**config.mk**
```make
export PLATFORM = sky130hd
export DESIGN_NAME = jittered_relay_slot_scheduler
export DESIGN_NICKNAME = d
export VERILOG_FILES = /design/src/hw/rtl/jrss_pkg.sv /design/src/hw/rtl/jrss_mod.sv /design/src/hw/rtl/jittered_relay_slot_scheduler.sv
export SDC_FILE = /design/constraint.sdc
export NUM_CORES = 1
export LEC_CHECK = 0
export ABC_AREA = 1
export ABC_CLOCK_PERIOD_IN_PS = 7900
export BUFFER_PORTS_ARGS = -buffer_cell sky130_fd_sc_hd__buf_2
export CAP_MARGIN = 20
export CORE_MARGIN = 1.5
export CORE_UTILIZATION = 50
export CTS_CLUSTER_SIZE = 24
export DETAILED_ROUTE_END_ITERATION = 16
export GPL_TIMING_DRIVEN = 0
export PLACE_DENSITY_LB_ADDON = 0.05
export SLEW_MARGIN = 10
export SYNTH_ARGS = -nofsm -noshare
export SYNTH_HDL_FRONTEND = slang
export SYNTH_SLANG_ARGS = --single-unit
```
**constraint.sdc**
```tcl
create_clock -name i_clk -period 7.9 [get_ports i_clk]
set_input_delay 0.79 -clock i_clk [delete_from_list [all_inputs] [get_ports i_clk]]
set_output_delay 0.79 -clock i_clk [all_outputs]
set_load 0.01 [all_outputs]
```
**src/hw/rtl/jrss_pkg.sv**
```systemverilog
`timescale 1ns / 1ps

package jrss_pkg;

    // table size default
    localparam int SLOT_COUNT_DEF = 8;

    // field widths
    localparam int TIME_W    = 32;
    localparam int CFG_W     = 16;
    localparam int REF_W     = 8;
    localparam int LEN_W     = 8;
    localparam int KIND_W    = 2;
    localparam int OUT_IDX_W = 3;
    localparam int TOTAL_W   = 32;

    // configuration port
    localparam int PADDR_W = 3;
    localparam int PDATA_W = 32;
    localparam logic REG_JITTER_MIN = 1'b0;
    localparam logic REG_JITTER_MAX = 1'b1;
    localparam logic [CFG_W-1:0] JITTER_MIN_RST = 16'd10;
    localparam logic [CFG_W-1:0] JITTER_MAX_RST = 16'd50;

    // remainder unit: one quotient bit per cycle
    localparam int DIV_STEPS = 32;
    localparam int DIV_CNT_W = $clog2(DIV_STEPS);

    // input action codes
    localparam logic ACT_QUEUE = 1'b0;
    localparam logic ACT_TICK  = 1'b1;

    // result kinds
    typedef enum logic [KIND_W-1:0] {
        KIND_QUEUED  = 2'd0,
        KIND_DROPPED = 2'd1,
        KIND_RELAY   = 2'd2,
        KIND_DONE    = 2'd3
    } t_kind;

    // sequencer states
    typedef enum logic [2:0] {
        ST_IDLE,
        ST_QFIND,
        ST_MOD,
        ST_QWRITE,
        ST_DROP,
        ST_SCAN,
        ST_READ,
        ST_DONE
    } t_state;

endpackage

```
**src/hw/rtl/jrss_mod.sv**
```systemverilog
`timescale 1ns / 1ps

module jrss_mod (
    input  logic                          i_clk,
    input  logic                          i_rst_n,
    input  logic                          i_start,
    input  logic [jrss_pkg::TIME_W-1:0]   i_dividend,
    input  logic [jrss_pkg::TIME_W-1:0]   i_divisor,
    output logic                          o_done,
    output logic [jrss_pkg::TIME_W-1:0]   o_remainder
);

    logic                            r_busy;
    logic                            r_done;
    logic [jrss_pkg::DIV_CNT_W-1:0]  r_cnt;
    logic [jrss_pkg::TIME_W-1:0]     r_dvd;
    logic [jrss_pkg::TIME_W-1:0]     r_dvs;
    logic [jrss_pkg::TIME_W-1:0]     r_rem;

    logic [jrss_pkg::TIME_W:0]       rem_sh;
    logic [jrss_pkg::TIME_W:0]       rem_sub;
    logic                            rem_ge;
    logic [jrss_pkg::TIME_W-1:0]     n_rem;

    // restoring step: shift in next dividend bit, subtract when it fits
    always_comb begin
        rem_sh  = {r_rem, r_dvd[jrss_pkg::TIME_W-1]};
        rem_sub = rem_sh - {1'b0, r_dvs};
        rem_ge  = (rem_sh >= {1'b0, r_dvs});
        n_rem   = rem_ge ? rem_sub[jrss_pkg::TIME_W-1:0] : rem_sh[jrss_pkg::TIME_W-1:0];
    end

    // step control
    always_ff @(posedge i_clk) begin
        if (!i_rst_n) begin
            r_busy <= 1'b0;
            r_done <= 1'b0;
            r_cnt  <= '0;
        end else begin
            r_done <= 1'b0;
            if (i_start) begin
                r_busy <= 1'b1;
                r_cnt  <= '0;
            end else if (r_busy) begin
                r_cnt <= r_cnt + 1'b1;
                if (r_cnt == jrss_pkg::DIV_CNT_W'(jrss_pkg::DIV_STEPS - 1)) begin
                    r_busy <= 1'b0;
                    r_done <= 1'b1;
                end
            end
        end
    end

    // datapath
    always_ff @(posedge i_clk) begin
        if (i_start) begin
            r_dvd <= i_dividend;
            r_dvs <= i_divisor;
            r_rem <= '0;
        end else if (r_busy) begin
            r_dvd <= {r_dvd[jrss_pkg::TIME_W-2:0], 1'b0};
            r_rem <= n_rem;
        end
    end

    assign o_done      = r_done;
    assign o_remainder = r_rem;

endmodule

```
**src/hw/rtl/jittered_relay_slot_scheduler.sv**
```systemverilog
`timescale 1ns / 1ps
// channel  | direction | handshake                  | payload
// input    | in        | i_in_valid / o_in_ready    | action, now_ms, random_word, frame_ref/len
// result   | out       | o_out_valid / i_out_ready  | kind, slot_index, frame ref/len, totals, last
// config   | in        | psel, penable, pwrite, ... | jitter_min_ms at 0x0, jitter_max_ms at 0x4
//
// one item at a time; a queue runs the slot search, 32 steps of the bit-serial
// remainder unit and the table write, and skips the remainder unit when the jitter
// window wraps to 2^32; a drop only loads its result; a tick steps over every
// slot, one slot table read per step through the single read port of the slot memory
// reset clears the busy flags and counters at once; no clearing pass
// a stalled result holds in the output register and the sequencer waits on it

module jittered_relay_slot_scheduler #(
    parameter int SLOT_COUNT = jrss_pkg::SLOT_COUNT_DEF
) (
    input  logic                               i_clk,
    input  logic                               i_rst_n,
    // input channel
    input  logic                               i_in_valid,
    output logic                               o_in_ready,
    input  logic                               i_action,
    input  logic [jrss_pkg::TIME_W-1:0]        i_now_ms,
    input  logic [jrss_pkg::TIME_W-1:0]        i_random_word,
    input  logic [jrss_pkg::REF_W-1:0]         i_frame_ref,
    input  logic [jrss_pkg::LEN_W-1:0]         i_frame_len,
    // result channel
    output logic                               o_out_valid,
    input  logic                               i_out_ready,
    output logic [jrss_pkg::KIND_W-1:0]        o_kind,
    output logic [jrss_pkg::OUT_IDX_W-1:0]     o_slot_index,
    output logic [jrss_pkg::REF_W-1:0]         o_out_frame_ref,
    output logic [jrss_pkg::LEN_W-1:0]         o_out_frame_len,
    output logic [jrss_pkg::TOTAL_W-1:0]       o_relayed_total,
    output logic [jrss_pkg::TOTAL_W-1:0]       o_full_drops_total,
    output logic                               o_last,
    // configuration port
    input  logic                               psel,
    input  logic                               penable,
    input  logic                               pwrite,
    input  logic [jrss_pkg::PADDR_W-1:0]       paddr,
    input  logic [jrss_pkg::PDATA_W-1:0]       pwdata,
    output logic [jrss_pkg::PDATA_W-1:0]       prdata,
    output logic                               pready
);

    localparam int IDX_W  = (SLOT_COUNT > 1) ? $clog2(SLOT_COUNT) : 1;
    localparam int SCAN_W = $clog2(SLOT_COUNT + 1);
    localparam int ENT_W  = jrss_pkg::TIME_W + jrss_pkg::REF_W + jrss_pkg::LEN_W;
    localparam int PAD_W  = jrss_pkg::TIME_W - jrss_pkg::CFG_W;

    // state
    jrss_pkg::t_state                  r_state, n_state;
    logic [jrss_pkg::CFG_W-1:0]        r_jit_min;
    logic [jrss_pkg::CFG_W-1:0]        r_jit_max;
    logic [SLOT_COUNT-1:0]             r_busy;
    logic [jrss_pkg::TOTAL_W-1:0]      r_relayed;
    logic [jrss_pkg::TOTAL_W-1:0]      r_drops;
    logic [SCAN_W-1:0]                 r_scan;
    logic [IDX_W-1:0]                  r_slot;
    logic [jrss_pkg::TIME_W-1:0]       r_jit;
    logic [jrss_pkg::TIME_W-1:0]       r_now;
    logic [jrss_pkg::TIME_W-1:0]       r_rnd;
    logic [jrss_pkg::REF_W-1:0]        r_ref;
    logic [jrss_pkg::LEN_W-1:0]        r_len;

    // slot memory
    logic [ENT_W-1:0]                  r_mem [SLOT_COUNT];
    logic [ENT_W-1:0]                  r_rd_data;

    // output register
    logic                              r_out_valid;
    jrss_pkg::t_kind                   r_kind;
    logic [IDX_W-1:0]                  r_oidx;
    logic [jrss_pkg::REF_W-1:0]        r_oref;
    logic [jrss_pkg::LEN_W-1:0]        r_olen;
    logic [jrss_pkg::TOTAL_W-1:0]      r_orel;
    logic [jrss_pkg::TOTAL_W-1:0]      r_odrop;
    logic                              r_olast;

    // combinational
    logic                              take_in;
    logic                              cfg_wr;
    logic                              free_found;
    logic [IDX_W-1:0]                  free_idx;
    logic [IDX_W-1:0]                  scan_idx;
    logic                              scan_end;
    logic [jrss_pkg::TIME_W-1:0]       span;
    logic [jrss_pkg::TIME_W-1:0]       due;
    logic [jrss_pkg::TIME_W-1:0]       rd_due;
    logic [jrss_pkg::REF_W-1:0]        rd_ref;
    logic [jrss_pkg::LEN_W-1:0]        rd_len;
    logic [jrss_pkg::TIME_W-1:0]       age;
    logic                              out_free;
    logic                              mod_start;
    logic                              mod_done;
    logic [jrss_pkg::TIME_W-1:0]       mod_rem;
    logic                              mem_we;
    logic                              busy_set;
    logic                              busy_clr;
    logic                              rel_inc;
    logic                              drop_inc;
    logic                              scan_inc;
    logic                              out_load;
    jrss_pkg::t_kind                   out_kind;
    logic [IDX_W-1:0]                  out_idx;
    logic [jrss_pkg::REF_W-1:0]        out_ref;
    logic [jrss_pkg::LEN_W-1:0]        out_len;
    logic                              out_last;
    logic [IDX_W+2:0]                  oidx_ext;

    assign take_in  = i_in_valid && o_in_ready;
    assign cfg_wr   = psel && penable && pwrite && pready;
    assign out_free = !r_out_valid || i_out_ready;
    assign scan_idx = r_scan[IDX_W-1:0];
    assign scan_end = (r_scan == SCAN_W'(SLOT_COUNT));

    // lowest free slot
    always_comb begin
        free_found = 1'b0;
        free_idx   = '0;
        for (int i = SLOT_COUNT - 1; i >= 0; i--) begin
            if (!r_busy[i]) begin
                free_found = 1'b1;
                free_idx   = IDX_W'(i);
            end
        end
    end

    // jitter window and due time, both modulo 2^32
    assign span = {{PAD_W{1'b0}}, r_jit_max} - {{PAD_W{1'b0}}, r_jit_min} + 32'd1;
    assign due  = r_now + {{PAD_W{1'b0}}, r_jit_min} + r_jit;

    // stored entry fields and wrap-aware age
    assign {rd_due, rd_ref, rd_len} = r_rd_data;
    assign age = r_now - rd_due;

    // random word modulo window
    jrss_mod u_mod (
        .i_clk       (i_clk),
        .i_rst_n     (i_rst_n),
        .i_start     (mod_start),
        .i_dividend  (r_rnd),
        .i_divisor   (span),
        .o_done      (mod_done),
        .o_remainder (mod_rem)
    );

    // sequencer next state and strobes
    always_comb begin
        n_state   = r_state;
        mod_start = 1'b0;
        mem_we    = 1'b0;
        busy_set  = 1'b0;
        busy_clr  = 1'b0;
        rel_inc   = 1'b0;
        drop_inc  = 1'b0;
        scan_inc  = 1'b0;
        out_load  = 1'b0;
        out_kind  = jrss_pkg::KIND_DONE;
        out_idx   = '0;
        out_ref   = '0;
        out_len   = '0;
        out_last  = 1'b1;
        unique case (r_state)
            jrss_pkg::ST_IDLE: begin
                if (take_in) begin
                    n_state = (i_action == jrss_pkg::ACT_TICK) ? jrss_pkg::ST_SCAN
                                                               : jrss_pkg::ST_QFIND;
                end
            end
            jrss_pkg::ST_QFIND: begin
                if (!free_found) begin
                    n_state = jrss_pkg::ST_DROP;
                end else if (span == '0) begin
                    n_state = jrss_pkg::ST_QWRITE;
                end else begin
                    mod_start = 1'b1;
                    n_state   = jrss_pkg::ST_MOD;
                end
            end
            jrss_pkg::ST_MOD: begin
                if (mod_done) begin
                    n_state = jrss_pkg::ST_QWRITE;
                end
            end
            jrss_pkg::ST_QWRITE: begin
                if (out_free) begin
                    mem_we   = 1'b1;
                    busy_set = 1'b1;
                    out_load = 1'b1;
                    out_kind = jrss_pkg::KIND_QUEUED;
                    out_idx  = r_slot;
                    out_ref  = r_ref;
                    out_len  = r_len;
                    n_state  = jrss_pkg::ST_IDLE;
                end
            end
            jrss_pkg::ST_DROP: begin
                if (out_free) begin
                    drop_inc = 1'b1;
                    out_load = 1'b1;
                    out_kind = jrss_pkg::KIND_DROPPED;
                    n_state  = jrss_pkg::ST_IDLE;
                end
            end
            jrss_pkg::ST_SCAN: begin
                if (scan_end) begin
                    n_state = jrss_pkg::ST_DONE;
                end else if (r_busy[scan_idx]) begin
                    n_state = jrss_pkg::ST_READ;
                end else begin
                    scan_inc = 1'b1;
                end
            end
            jrss_pkg::ST_READ: begin
                if (age[jrss_pkg::TIME_W-1]) begin
                    scan_inc = 1'b1;
                    n_state  = jrss_pkg::ST_SCAN;
                end else if (out_free) begin
                    busy_clr = 1'b1;
                    rel_inc  = 1'b1;
                    scan_inc = 1'b1;
                    out_load = 1'b1;
                    out_kind = jrss_pkg::KIND_RELAY;
                    out_idx  = scan_idx;
                    out_ref  = rd_ref;
                    out_len  = rd_len;
                    out_last = 1'b0;
                    n_state  = jrss_pkg::ST_SCAN;
                end
            end
            jrss_pkg::ST_DONE: begin
                if (out_free) begin
                    out_load = 1'b1;
                    n_state  = jrss_pkg::ST_IDLE;
                end
            end
            default: begin
                n_state = jrss_pkg::ST_IDLE;
            end
        endcase
    end

    // control registers
    always_ff @(posedge i_clk) begin
        if (!i_rst_n) begin
            r_state     <= jrss_pkg::ST_IDLE;
            r_jit_min   <= jrss_pkg::JITTER_MIN_RST;
            r_jit_max   <= jrss_pkg::JITTER_MAX_RST;
            r_busy      <= '0;
            r_relayed   <= '0;
            r_drops     <= '0;
            r_scan      <= '0;
            r_out_valid <= 1'b0;
        end else begin
            r_state <= n_state;
            if (cfg_wr) begin
                if (paddr[2] == jrss_pkg::REG_JITTER_MAX) begin
                    r_jit_max <= pwdata[jrss_pkg::CFG_W-1:0];
                end else begin
                    r_jit_min <= pwdata[jrss_pkg::CFG_W-1:0];
                end
            end
            if (busy_set) begin
                r_busy[r_slot] <= 1'b1;
            end
            if (busy_clr) begin
                r_busy[scan_idx] <= 1'b0;
            end
            if (rel_inc) begin
                r_relayed <= r_relayed + 1'b1;
            end
            if (drop_inc) begin
                r_drops <= r_drops + 1'b1;
            end
            if (take_in) begin
                r_scan <= '0;
            end else if (scan_inc) begin
                r_scan <= r_scan + 1'b1;
            end
            if (out_load) begin
                r_out_valid <= 1'b1;
            end else if (i_out_ready) begin
                r_out_valid <= 1'b0;
            end
        end
    end

    // item and working registers
    always_ff @(posedge i_clk) begin
        if (take_in) begin
            r_now <= i_now_ms;
            r_rnd <= i_random_word;
            r_ref <= i_frame_ref;
            r_len <= i_frame_len;
        end
        if (r_state == jrss_pkg::ST_QFIND) begin
            r_slot <= free_idx;
            r_jit  <= r_rnd;
        end else if (mod_done) begin
            r_jit <= mod_rem;
        end
    end

    // slot memory: one write port, one registered read port at the scan slot
    always_ff @(posedge i_clk) begin
        if (mem_we) begin
            r_mem[r_slot] <= {due, r_ref, r_len};
        end
        r_rd_data <= r_mem[scan_idx];
    end

    // result register, totals taken after this result's count
    always_ff @(posedge i_clk) begin
        if (out_load) begin
            r_kind  <= out_kind;
            r_oidx  <= out_idx;
            r_oref  <= out_ref;
            r_olen  <= out_len;
            r_olast <= out_last;
            r_orel  <= r_relayed + jrss_pkg::TOTAL_W'(rel_inc);
            r_odrop <= r_drops + jrss_pkg::TOTAL_W'(drop_inc);
        end
    end

    // ports
    assign o_in_ready         = (r_state == jrss_pkg::ST_IDLE);
    assign o_out_valid        = r_out_valid;
    assign o_kind             = r_kind;
    assign oidx_ext           = {3'b000, r_oidx};
    assign o_slot_index       = oidx_ext[jrss_pkg::OUT_IDX_W-1:0];
    assign o_out_frame_ref    = r_oref;
    assign o_out_frame_len    = r_olen;
    assign o_relayed_total    = r_orel;
    assign o_full_drops_total = r_odrop;
    assign o_last             = r_olast;

    // register read back
    assign prdata = (paddr[2] == jrss_pkg::REG_JITTER_MAX) ? {{PAD_W{1'b0}}, r_jit_max}
                                                           : {{PAD_W{1'b0}}, r_jit_min};
    assign pready = 1'b1;

endmodule

```
==> results by stage, run 1 <==
Layout:
- At the end of the flow, the number of nets in the layout was approximately 4,300.
- Compared with the post-synthesis result, the final layout area differs by 15.57%.
- The post-route netlist has 10.76% of its cells at a drive strength greater than 1.

Outcome:
- The flow ran to the end, and the final reports show no timing, DRC or antenna violations.

Clocking:
- Buffers inserted to repair hold after CTS numbered 0.
- The number of buffers created by CTS is 89.
- The clock tree synthesis step divided the H-tree into 3 levels.
- The number of gates resized after cts is 0.
- The clock transition at the registers of the reported paths is 60 ps.
- Clock tree synthesis found a total of around 830 sinks.
- TritonCTS built the clock tree.
- The clock passes through at most 3 buffers.
- Post-CTS timing repair inserted 0 buffers for setup.
- Clock tree synthesis selected as its root buffer the cell sky130_fd_sc_hd__clkbuf_16.
- The clock latency at the later pin of the worst-skew pair is roughly 660 ps.

Yosys:
- By area the synthesized netlist is led by sky130_fd_sc_hd__edfxtp_1, sky130_fd_sc_hd__dfxtp_1, sky130_fd_sc_hd__nand2_1.
- The number of instances in the synthesized netlist is 3,678.
- During synthesis, Yosys emitted a total of 0 warnings.
- The most used flip-flop cell after synthesis is sky130_fd_sc_hd__edfxtp_1.
- The number of synthesized register bits is 834.
- A synthesized cell averages a little over 10 sq um.
- The number of enable flip-flop cells after synthesis is between 600 and 700.
- For this run, asynchronously set or reset flops after synthesis account for 0%.
- Of the synthesized area, sequential elements account for 60.76%.
- The number of distinct library cells after synthesis is between 50 and 60.
- In this run the cell area of the synthesized design comes to 37,940 sq um.
- The synthesized design spends more area on one cell type than any other, namely sky130_fd_sc_hd__edfxtp_1.
- Summed over its instances, the top area cell type makes up 50.26% of the synthesized netlist area.

Routing:
- Dividing the detail-routed wire length by the instance count gives between 20 and 25 microns.
- The first TritonRoute pass finished after 6 iterations.
- The DRC violation count after routing is 0.
- The first routing iteration left between 2,000 and 2,500 violations.
- After detailed routing, the number of vias per cell comes to around 5.4.
- The total number of vias is roughly 27,000.
- Wires add up to ~100 mm.
- In this run the remaining antenna-violating nets after routing total 0.

Power and ir drop:
- The power per standard cell area is around 350 nW/um^2.
- The total power of the final layout is roughly 16 mW.
- VDD sags by at most about 0.00023 V.
- For this design the static power due to leakage is 16.86 nW.

Worst hold path:
- The path category of the worst min-delay check is input pin to flip-flop.
- The source of the worst hold timing path is i_random_word[25].

Timing:
- The worst slew margin relative to its limit is approximately a quarter.
- Setup repair after global routing left no endpoint under its margin.
- For this run, the top clock speed supported by timing is ~0.17 GHz.
- The clock skew is 27.75 ps.
- The number of slew-limit violations in the final report was 0.
- The setup TNS after final layout is 0 ps.
- Setup violations remaining at the end of the flow were counted as 0.
- The final critical path time including I/O delays and setup is approximately 6000 ps.
- For the pin with the worst max-slew slack, the measured transition is between 1000 and 1500 ps.
- The share of the cycle needed by the critical path after routing is 74.87%.
- The number of hold violations in the final report is 0.

Worst setup path:
- The type of destination of the critical path is a flip-flop.
- The setup path with the least slack is of type flip-flop to flip-flop.
- Tracing the worst setup path back leads to its startpoint at r_rd_data[44]$_DFF_P_.
- The required time of the critical path is just over 8000 ps.
- The reg-to-reg startpoint is r_rd_data[44]$_DFF_P_.
- Of all nets on the critical path, the largest fanout is 10.
- The category of the worst setup path launch point is a flip-flop.
- The critical path data arrival time is about 6300 ps.

Die:
- From bottom edge to top edge, the die measures between 200 and 300 microns.
- The die extent in x is 278.5 microns.
- For this configuration, the core starts out at a cell density of between 50% and 60%.
- The core region area is around 75,000 sq um.
- The row count is 100.
- The floorplan step defined a die boundary enclosing ~78,000 sq um.
- The number of I/O pins is around 240.

Flow run:
- The tool flagged a number of max-cap violations equal to 0.

Global routing:
- The total overflow left after global routing is 0.
- The number of antenna violations at the first check in global routing came to 5.
- The overall track demand over capacity in global routing is approximately a quarter.
- Entering global routing, the biggest net connects 50 pins.
- The first-pass GRT wire length is about 160 mm.
- The number of global-route vias before repair is 25,980.

Place:
- The HPWL after detailed placement is 75.82 mm.
- The final weighted congestion in routability-driven placement is ~0.98.
- The count of buffers added on input and output ports is roughly 210.
-- cell type report --
type	count	area, sq um
flip-flops and latches	834	23050
clock inverters	52	634.4
plain buffers	133	634.4
multi-input cells	2398	13150
inverters	328	1232
clock buffers	116	2419
diodes	3	7.507
repair buffers	228	1501
well taps	969	1212
fillers	6493	30980
-- power breakdown --
group / internal, mW / switching (mW)
combinational: 1.33 / 3.17
sequential: 6.32 / 0.366
clock: 2.54 / 1.78
total: 10.2 / 5.31
-- sequential cells by signal (all words and copies together), names as in the netlist, 4 cells and up --
register            cells
o_out_frame_ref         8
o_full_drops_total     32
u_mod.r_dvs            18
r_drops                32
r_scan                  4
o_relayed_total        32
u_mod.r_cnt             5
r_len                   8
o_out_frame_len         8
r_now                  32
u_mod.o_remainder      32
r_busy                  8
r_mem                 384
r_rnd                  32
r_jit_min              16
r_relayed              32
r_jit_max              16
r_jit                  32
r_rd_data              48
r_ref                   8
u_mod.r_dvd            32
-- through the flow --
| step | area [sq um] | util [%] | hold WS [ps] | setup slack (ps) | std cells |
|---|---|---|---|---|---|
| after floorplan | 38000 | - | 435.5 | 3232 | 3693 |
| after global placement | 40240 | 53.79 | 457.2 | 782.8 | 4869 |
| after detailed placement | 40790 | 54.51 | 460.7 | 2132 | 4890 |
| after CTS | 43840 | 58.59 | 270.0 | 2123 | 5058 |
| after global routing | 43840 | 58.60 | 278.8 | 1866 | 5060 |
| final | 43850 | 58.60 | 298.5 | 1985 | 5061 |
-- worst max-delay path, cell delays in order, from the launching register on --
cell and delay, ps:
sky130_fd_sc_hd__dfxtp_1 360, sky130_fd_sc_hd__inv_1 90, sky130_fd_sc_hd__ha_1 300, sky130_fd_sc_hd__nand4_1 90, sky130_fd_sc_hd__inv_1 100, sky130_fd_sc_hd__nand2_1 110, sky130_fd_sc_hd__nor4_1 740, sky130_fd_sc_hd__nand2_1 200
sky130_fd_sc_hd__nand3b_1 220, sky130_fd_sc_hd__nand4_1 710, sky130_fd_sc_hd__clkinv_1 470, sky130_fd_sc_hd__clkbuf_1 590, sky130_fd_sc_hd__ha_1 320, sky130_fd_sc_hd__ha_1 230, sky130_fd_sc_hd__inv_1 80, sky130_fd_sc_hd__nor2_1 250
sky130_fd_sc_hd__inv_1 160, sky130_fd_sc_hd__nor3_1 320, sky130_fd_sc_hd__nand2_1 120, sky130_fd_sc_hd__xor2_1 170
-- cells in the mapped netlist (2+ instances only) --
cell type	instances
sky130_fd_sc_hd__clkbuf_1	103
sky130_fd_sc_hd__a21oi_1	236
sky130_fd_sc_hd__nand3_2	4
sky130_fd_sc_hd__a21boi_0	6
sky130_fd_sc_hd__buf_6	8
sky130_fd_sc_hd__o21bai_1	5
sky130_fd_sc_hd__dfxtp_1	199
sky130_fd_sc_hd__o21ai_0	308
sky130_fd_sc_hd__o21a_1	3
sky130_fd_sc_hd__nor3_1	44
sky130_fd_sc_hd__fa_1	19
sky130_fd_sc_hd__nor2_2	5
sky130_fd_sc_hd__a31oi_1	9
sky130_fd_sc_hd__nor3_2	2
sky130_fd_sc_hd__o221ai_1	44
sky130_fd_sc_hd__nor4_1	16
sky130_fd_sc_hd__xnor2_1	34
sky130_fd_sc_hd__inv_2	3
sky130_fd_sc_hd__nand3b_1	4
sky130_fd_sc_hd__edfxtp_1	635
sky130_fd_sc_hd__nand3_1	87
sky130_fd_sc_hd__buf_2	3
sky130_fd_sc_hd__and3_1	3
sky130_fd_sc_hd__ha_1	134
sky130_fd_sc_hd__buf_4	19
sky130_fd_sc_hd__nor2_1	434
sky130_fd_sc_hd__inv_1	319
sky130_fd_sc_hd__or2_2	4
sky130_fd_sc_hd__a21o_1	7
sky130_fd_sc_hd__o21ai_1	3
sky130_fd_sc_hd__a211oi_1	3
sky130_fd_sc_hd__nand2_2	11
sky130_fd_sc_hd__a22o_1	16
sky130_fd_sc_hd__xor2_1	109
sky130_fd_sc_hd__nand4_1	43
sky130_fd_sc_hd__nand2_1	705
sky130_fd_sc_hd__o211ai_1	23
sky130_fd_sc_hd__a221oi_1	39
sky130_fd_sc_hd__clkinv_1	5
sky130_fd_sc_hd__conb_1	2
sky130_fd_sc_hd__o22ai_1	10
-- layout by cell type (no fill, tap or decap), types with 16 or more instances in the layout --
cell type,count
sky130_fd_sc_hd__nand2_1,704
sky130_fd_sc_hd__conb_1,17
sky130_fd_sc_hd__fa_1,19
sky130_fd_sc_hd__o221ai_1,44
sky130_fd_sc_hd__clkbuf_1,121
sky130_fd_sc_hd__buf_4,19
sky130_fd_sc_hd__a221oi_1,39
sky130_fd_sc_hd__a21oi_1,236
sky130_fd_sc_hd__clkinv_2,18
sky130_fd_sc_hd__ha_1,134
sky130_fd_sc_hd__o211ai_1,23
sky130_fd_sc_hd__o21ai_0,308
sky130_fd_sc_hd__nor2_1,425
sky130_fd_sc_hd__inv_1,319
sky130_fd_sc_hd__a22o_1,16
sky130_fd_sc_hd__clkbuf_16,89
sky130_fd_sc_hd__xnor2_1,34
sky130_fd_sc_hd__buf_2,210
sky130_fd_sc_hd__nor4_1,16
sky130_fd_sc_hd__nand3_1,87
sky130_fd_sc_hd__nand4_1,43
sky130_fd_sc_hd__edfxtp_1,635
sky130_fd_sc_hd__nor3_1,44
sky130_fd_sc_hd__dfxtp_1,199
sky130_fd_sc_hd__xor2_1,109
-- per-layer routing --
| metal | GRT usage, % | part of all wire, % | routed length (microns) |
|---|---|---|---|
| met2 | 43.22 | 47 | 47920 |
| met3 | 3.123 | 5.1 | 5213 |
| met4 | 6.159 | 2.1 | 2139 |
| met5 | 0 | 0.017 | 17 |
| met1 | 38.02 | 46 | 47660 |
-- kinds of logic after synthesis --
group / synth area share [%]
other cells: 0.01979
xor+xnor: 3.301
simple gates: 14.65
fa+ha+maj: 5.422
compound gates: 10.93
buf+inv: 4.920
flops: 60.76
-- final timing paths --
| path | to | slack (ps) | cells after the start |
|---|---|---|---|
| worst max-delay path | o_relayed_total[30]$_DFFE_PP_ | 1990 | 19 |
| worst min-delay path | r_rnd[25]$_DFFE_PP_ | 300 | 1 |
| worst max register to register | o_relayed_total[30]$_DFFE_PP_ | 1990 | 19 |
| worst min register to register | r_rd_data[12]$_DFF_P_ | 470 | 2 |
(Power assumes the default switching activity.)
==> run 2, diff against run 1 <==
- ABC_AREA: 1 -> 0
- ABC_CLOCK_PERIOD_IN_PS: 7900 -> 5250
- clock period: 7.9 -> 5.25 ns (I/O delays scaled with it)
==> run 2 against run 1 <==
Compared with the run above:
- design area down 1.8%
- combinational power is 61% higher
- register-to-register slack worse by 1700 ps
- critical path type unchanged
- cell count down 14%
==> results by stage, run 2 <==
Layout:
- Counting flops per register, the top entry is r_mem.
- Compared with the post-synthesis result, the final layout area differs by 15.24%.
- In the final layout, the registers with the most flip-flops are r_mem (384), r_rd_data (48).
- The number of nets in the finished design is 3,587 (-16%).
- The fraction of layout cells with a size suffix above 1 came to 15.78% (+5.0 points).
- The flip-flop count of the largest register after layout is 384 (unchanged).
- The library cell used most frequently in the layout, excluding fill and tap cells, is sky130_fd_sc_hd__edfxtp_1.
- The filler cell count is 6,254 (-3.7%).
- In the layout the commonest cells are sky130_fd_sc_hd__edfxtp_1, sky130_fd_sc_hd__nand2_1, sky130_fd_sc_hd__buf_2.

Routing:
- The DRC violation count after routing was 0 (unchanged).
- The highest signal layer in the routed design is met5.
- The via density per instance is 5.730 (+5.7%).
- The remaining antenna violation count after routing is 0 (unchanged).
- The wire length on met3 was 5.726 mm (+9.8%).
- The total number of vias is 24,960 (-9.1%).
- The routed wire length on met2 is 48.56 mm (+1.4%).
- The overall routed net length is 100.0 mm (-2.9%).
- The wire length per cell is 22.96 microns (+13%).
- The number of DRC violations after detailed-routing iteration 0 is 1,858 (-17%).
- The met1 wire length was 42.88 mm (-10%).
- The number of iterations in the first detailed-routing pass is 5 (-1).

Timing:
- The number of slew-limit violations in the final report was 0 (unchanged).
- The total of endpoints with negative setup slack in the final report is 0 (unchanged).
- The clock skew was 45.01 ps (+17.25 ps).
- The maximum clock frequency is 0.2032 GHz (+20%).
- The setup slack after layout came to 329.6 ps (-1656 ps).
- The final critical path time including I/O delays and setup is 4920 ps (-994.4 ps).
- Setup repair after global routing left no endpoint under its margin.
- The worst slew margin relative to its limit is 27.16% (+0.64 points).
- The setup TNS after final layout came to 0 ps (unchanged).
- The worst-margin pin slew was 1089 ps (-13.62 ps).
- The share of the cycle needed by the critical path after routing was 93.72% (+19 points).
- The worst hold margin came to 31.83 ps (-266.7 ps).
- The number of hold violations in the final report is 0 (unchanged).

Power and ir drop:
- The power per standard cell area is 542.4 nW/um^2 (+53%).
- The total power of the final layout is 23.35 mW (+51%).
- The maximum resistive drop on vdd is 0.0003791 V (+67%).
- The leakage power summed over all cells is 15.84 nW (-6.1%).

Yosys:
- The number of instances in the synthesized netlist is 2,958 (-20%).
- The number of synthesized register bits is 834 (unchanged).
- The synthesized design spends more area on one cell type than any other, namely sky130_fd_sc_hd__edfxtp_1.
- The fraction of synthesized cell area taken by the top area cell type came to 51.03% (+0.78 points).
- The share of synthesized area occupied by flip-flops and latches is 61.70% (+0.94 points).
- The total number of yosys warnings was 0 (unchanged).
- The average cell area after synthesis is 12.63 sq um (+22%).
- The mapped cell area is 37,360 sq um (-1.5%).
- For this run, the leading register cell type out of synthesis is sky130_fd_sc_hd__edfxtp_1.
- The most common cell in the synthesized netlist is sky130_fd_sc_hd__edfxtp_1.
- In the post-synthesis netlist, the biggest area contributors are sky130_fd_sc_hd__edfxtp_1, sky130_fd_sc_hd__dfxtp_1, sky130_fd_sc_hd__ha_1.
- The number of distinct library cells after synthesis is 73 (+38%).
- The commonest cells after synthesis are sky130_fd_sc_hd__edfxtp_1, sky130_fd_sc_hd__nand2_1, sky130_fd_sc_hd__nor2_1.
- The share of flip-flops with an asynchronous set or reset after synthesis is 0% (unchanged).
- The number of enable flip-flop cells after synthesis is 635 (unchanged).

Clocking:
- TritonCTS built the clock tree.
- The clock tree buffer depth is 3 (unchanged).
- The number of buffers created by CTS was 88 (-1.1%).
- The level count of the clock H-tree is 3 (unchanged).
- The clock latency at the later pin of the worst-skew pair is 670 ps (about the same).
- The clock transition at the registers of the reported paths is 60 ps (about the same).
- The number of buffers inserted by hold repair at cts is 0 (unchanged).
- The clock root buffer master is sky130_fd_sc_hd__clkbuf_16.
- The CTS sink count is 834 (unchanged).

Worst setup path:
- The reg-to-reg startpoint is r_now[8]$_DFFE_PP_.
- The worst setup path is of the flip-flop to flip-flop kind.
- The highest fanout seen on the critical path is 19 (+9).
- The number of cells on the worst reg-to-reg path is 16 (-3).
- The endpoint of the worst register-to-register path is o_relayed_total[24]$_DFFE_PP_.
- The critical path data arrival time is 5320 ps (-990 ps).
- The category of the worst setup path launch point is a flip-flop.
- The worst setup path is captured at a flip-flop.
- The reg-to-reg setup timing slack was 330 ps (-1660 ps).
- The required time of the critical path is 5650 ps (-2640 ps).

Worst hold path:
- The source of the worst hold timing path is i_now_ms[18].
- The count of cells along the worst hold path was 1 (unchanged).
- The tightest min-delay check is of the input pin to flip-flop type.
- The sink of the worst hold path is r_now[18]$_DFFE_PP_.

Global routing:
- The overall track demand over capacity in global routing came to 25.95% (-0.53 points).
- The number of global-route vias before repair is 24,910 (-4.1%).
- The number of antenna violations at the first check in global routing is 13 (+8).
- The pin count of the biggest net entering global routing is 44 (-12%).
- The first-pass GRT wire length is 150.8 mm (-3.4%).
- The remaining global-route overflow was 0 (unchanged).

Place:
- The estimated wirelength of the detail-placed design was 73.23 mm (-3.4%).
- The worst slack at placement was -1178 ps (-3310 ps).
- The final weighted congestion in routability-driven placement is 0.8984 (-7.9%).
- The number of I/O port buffers was 207 (unchanged).

Flow run:
- The number of max-cap violations is 0 (unchanged).

Die:
- The row count came to 100 (unchanged).
- The die extent in x is 276.4 microns (-0.76%).
- The effective utilization at floorplan is 50.36% (-0.35 points).
- The floorplan die area is 76,370 sq um (-1.5%).
- The die height was 276.4 microns (-0.76%).
- The core region area is 74,200 sq um (-0.84%).
- The number of I/O pins is 244 (unchanged).

Outcome:
- The flow ran to the end, and the final reports show no timing, DRC or antenna violations.
run 2: critical path, cell delays in order (launching register included):
cell and delay [ps]:
sky130_fd_sc_hd__edfxtp_1 440, sky130_fd_sc_hd__ha_1 350, sky130_fd_sc_hd__a21o_1 170, sky130_fd_sc_hd__a21o_1 170, sky130_fd_sc_hd__a2111oi_0 380, sky130_fd_sc_hd__o21ai_0 190
sky130_fd_sc_hd__a21oi_2 310, sky130_fd_sc_hd__o31ai_1 190, sky130_fd_sc_hd__xnor2_2 400, sky130_fd_sc_hd__nand2_1 180, sky130_fd_sc_hd__inv_4 320, sky130_fd_sc_hd__ha_1 290
sky130_fd_sc_hd__ha_1 280, sky130_fd_sc_hd__nand3_1 310, sky130_fd_sc_hd__nor3_2 400, sky130_fd_sc_hd__nand2_1 120, sky130_fd_sc_hd__xnor2_1 140
run 2: worst max path at each step:
| stage | from | endpoint |
|---|---|---|
| 3_3_place_gp | i_out_ready | r_busy[1]$_SDFF_PN0_ |
| 4_1_cts | r_jit_min[2]$_SDFFE_PN0P_ | u_mod.r_dvs[6]$_DFFE_PP_ |
| 3_5_place_dp | r_now[8]$_DFFE_PP_ | o_relayed_total[24]$_DFFE_PP_ |
| 2_1_floorplan | r_state[1]$_SDFFE_PN0P_ | r_busy[2]$_SDFF_PN0_ |
| 6_report | r_now[8]$_DFFE_PP_ | o_relayed_total[24]$_DFFE_PP_ |
| 5_1_grt | r_jit_max[0]$_SDFFE_PN0P_ | u_mod.r_dvs[5]$_DFFE_PP_ |
run 2: power breakdown:
group	switching (mW)	leakage, nW	internal, mW
logic	4.78	7.01	2.46
registers	0.611	7.47	9.56
clock network	2.63	1.35	3.31
run 2: layer usage:
layer	vias up	GRT usage [%]
li1	11730	-
met1	12380	34.51
met2	687	43.64
met3	151	4.174
met4	20	8.146
met5	-	0
run 2: repair_timing:
item                       4_1_cts  5_1_grt
setup endpoints to repair       63       94
cloned                           0        1
pin swaps                        0        1
gates resized for setup          4        5
buffers inserted                 0        0
run 2: layout make-up:
type	instances	area [sq um]	share of cell area, %
clock buffers	118	2366	5.495
inverters	110	415.4	0.9648
diodes	3	7.507	0.01744
repair buffers	248	1550	3.600
clock inverters	45	381.6	0.8863
multi-input cells	1886	13450	31.25
well taps	969	1212	2.816
flip-flops and latches	834	23050	53.54
plain buffers	143	616.8	1.433
run 2: per-stage QoR:
step	cells	util, %	cell area, sq um
after floorplan	2973	-	37430
after global placement	4149	53.48	39680
after detailed placement	4190	54.25	40250
after CTS	4352	57.98	43020
after global routing	4354	58.02	43050
final	4356	58.03	43060
run 2: logic make-up after synthesis:
kind of cell	synth area share, %
multiplexers	5.736
AND/OR/NAND/NOR	9.166
other	0.02010
AO/OA/AOI/OAI	10.50
adder cells (fa/ha/maj)	5.505
XOR/XNOR	4.618
buffers and inverters	2.759
flip-flops	61.70
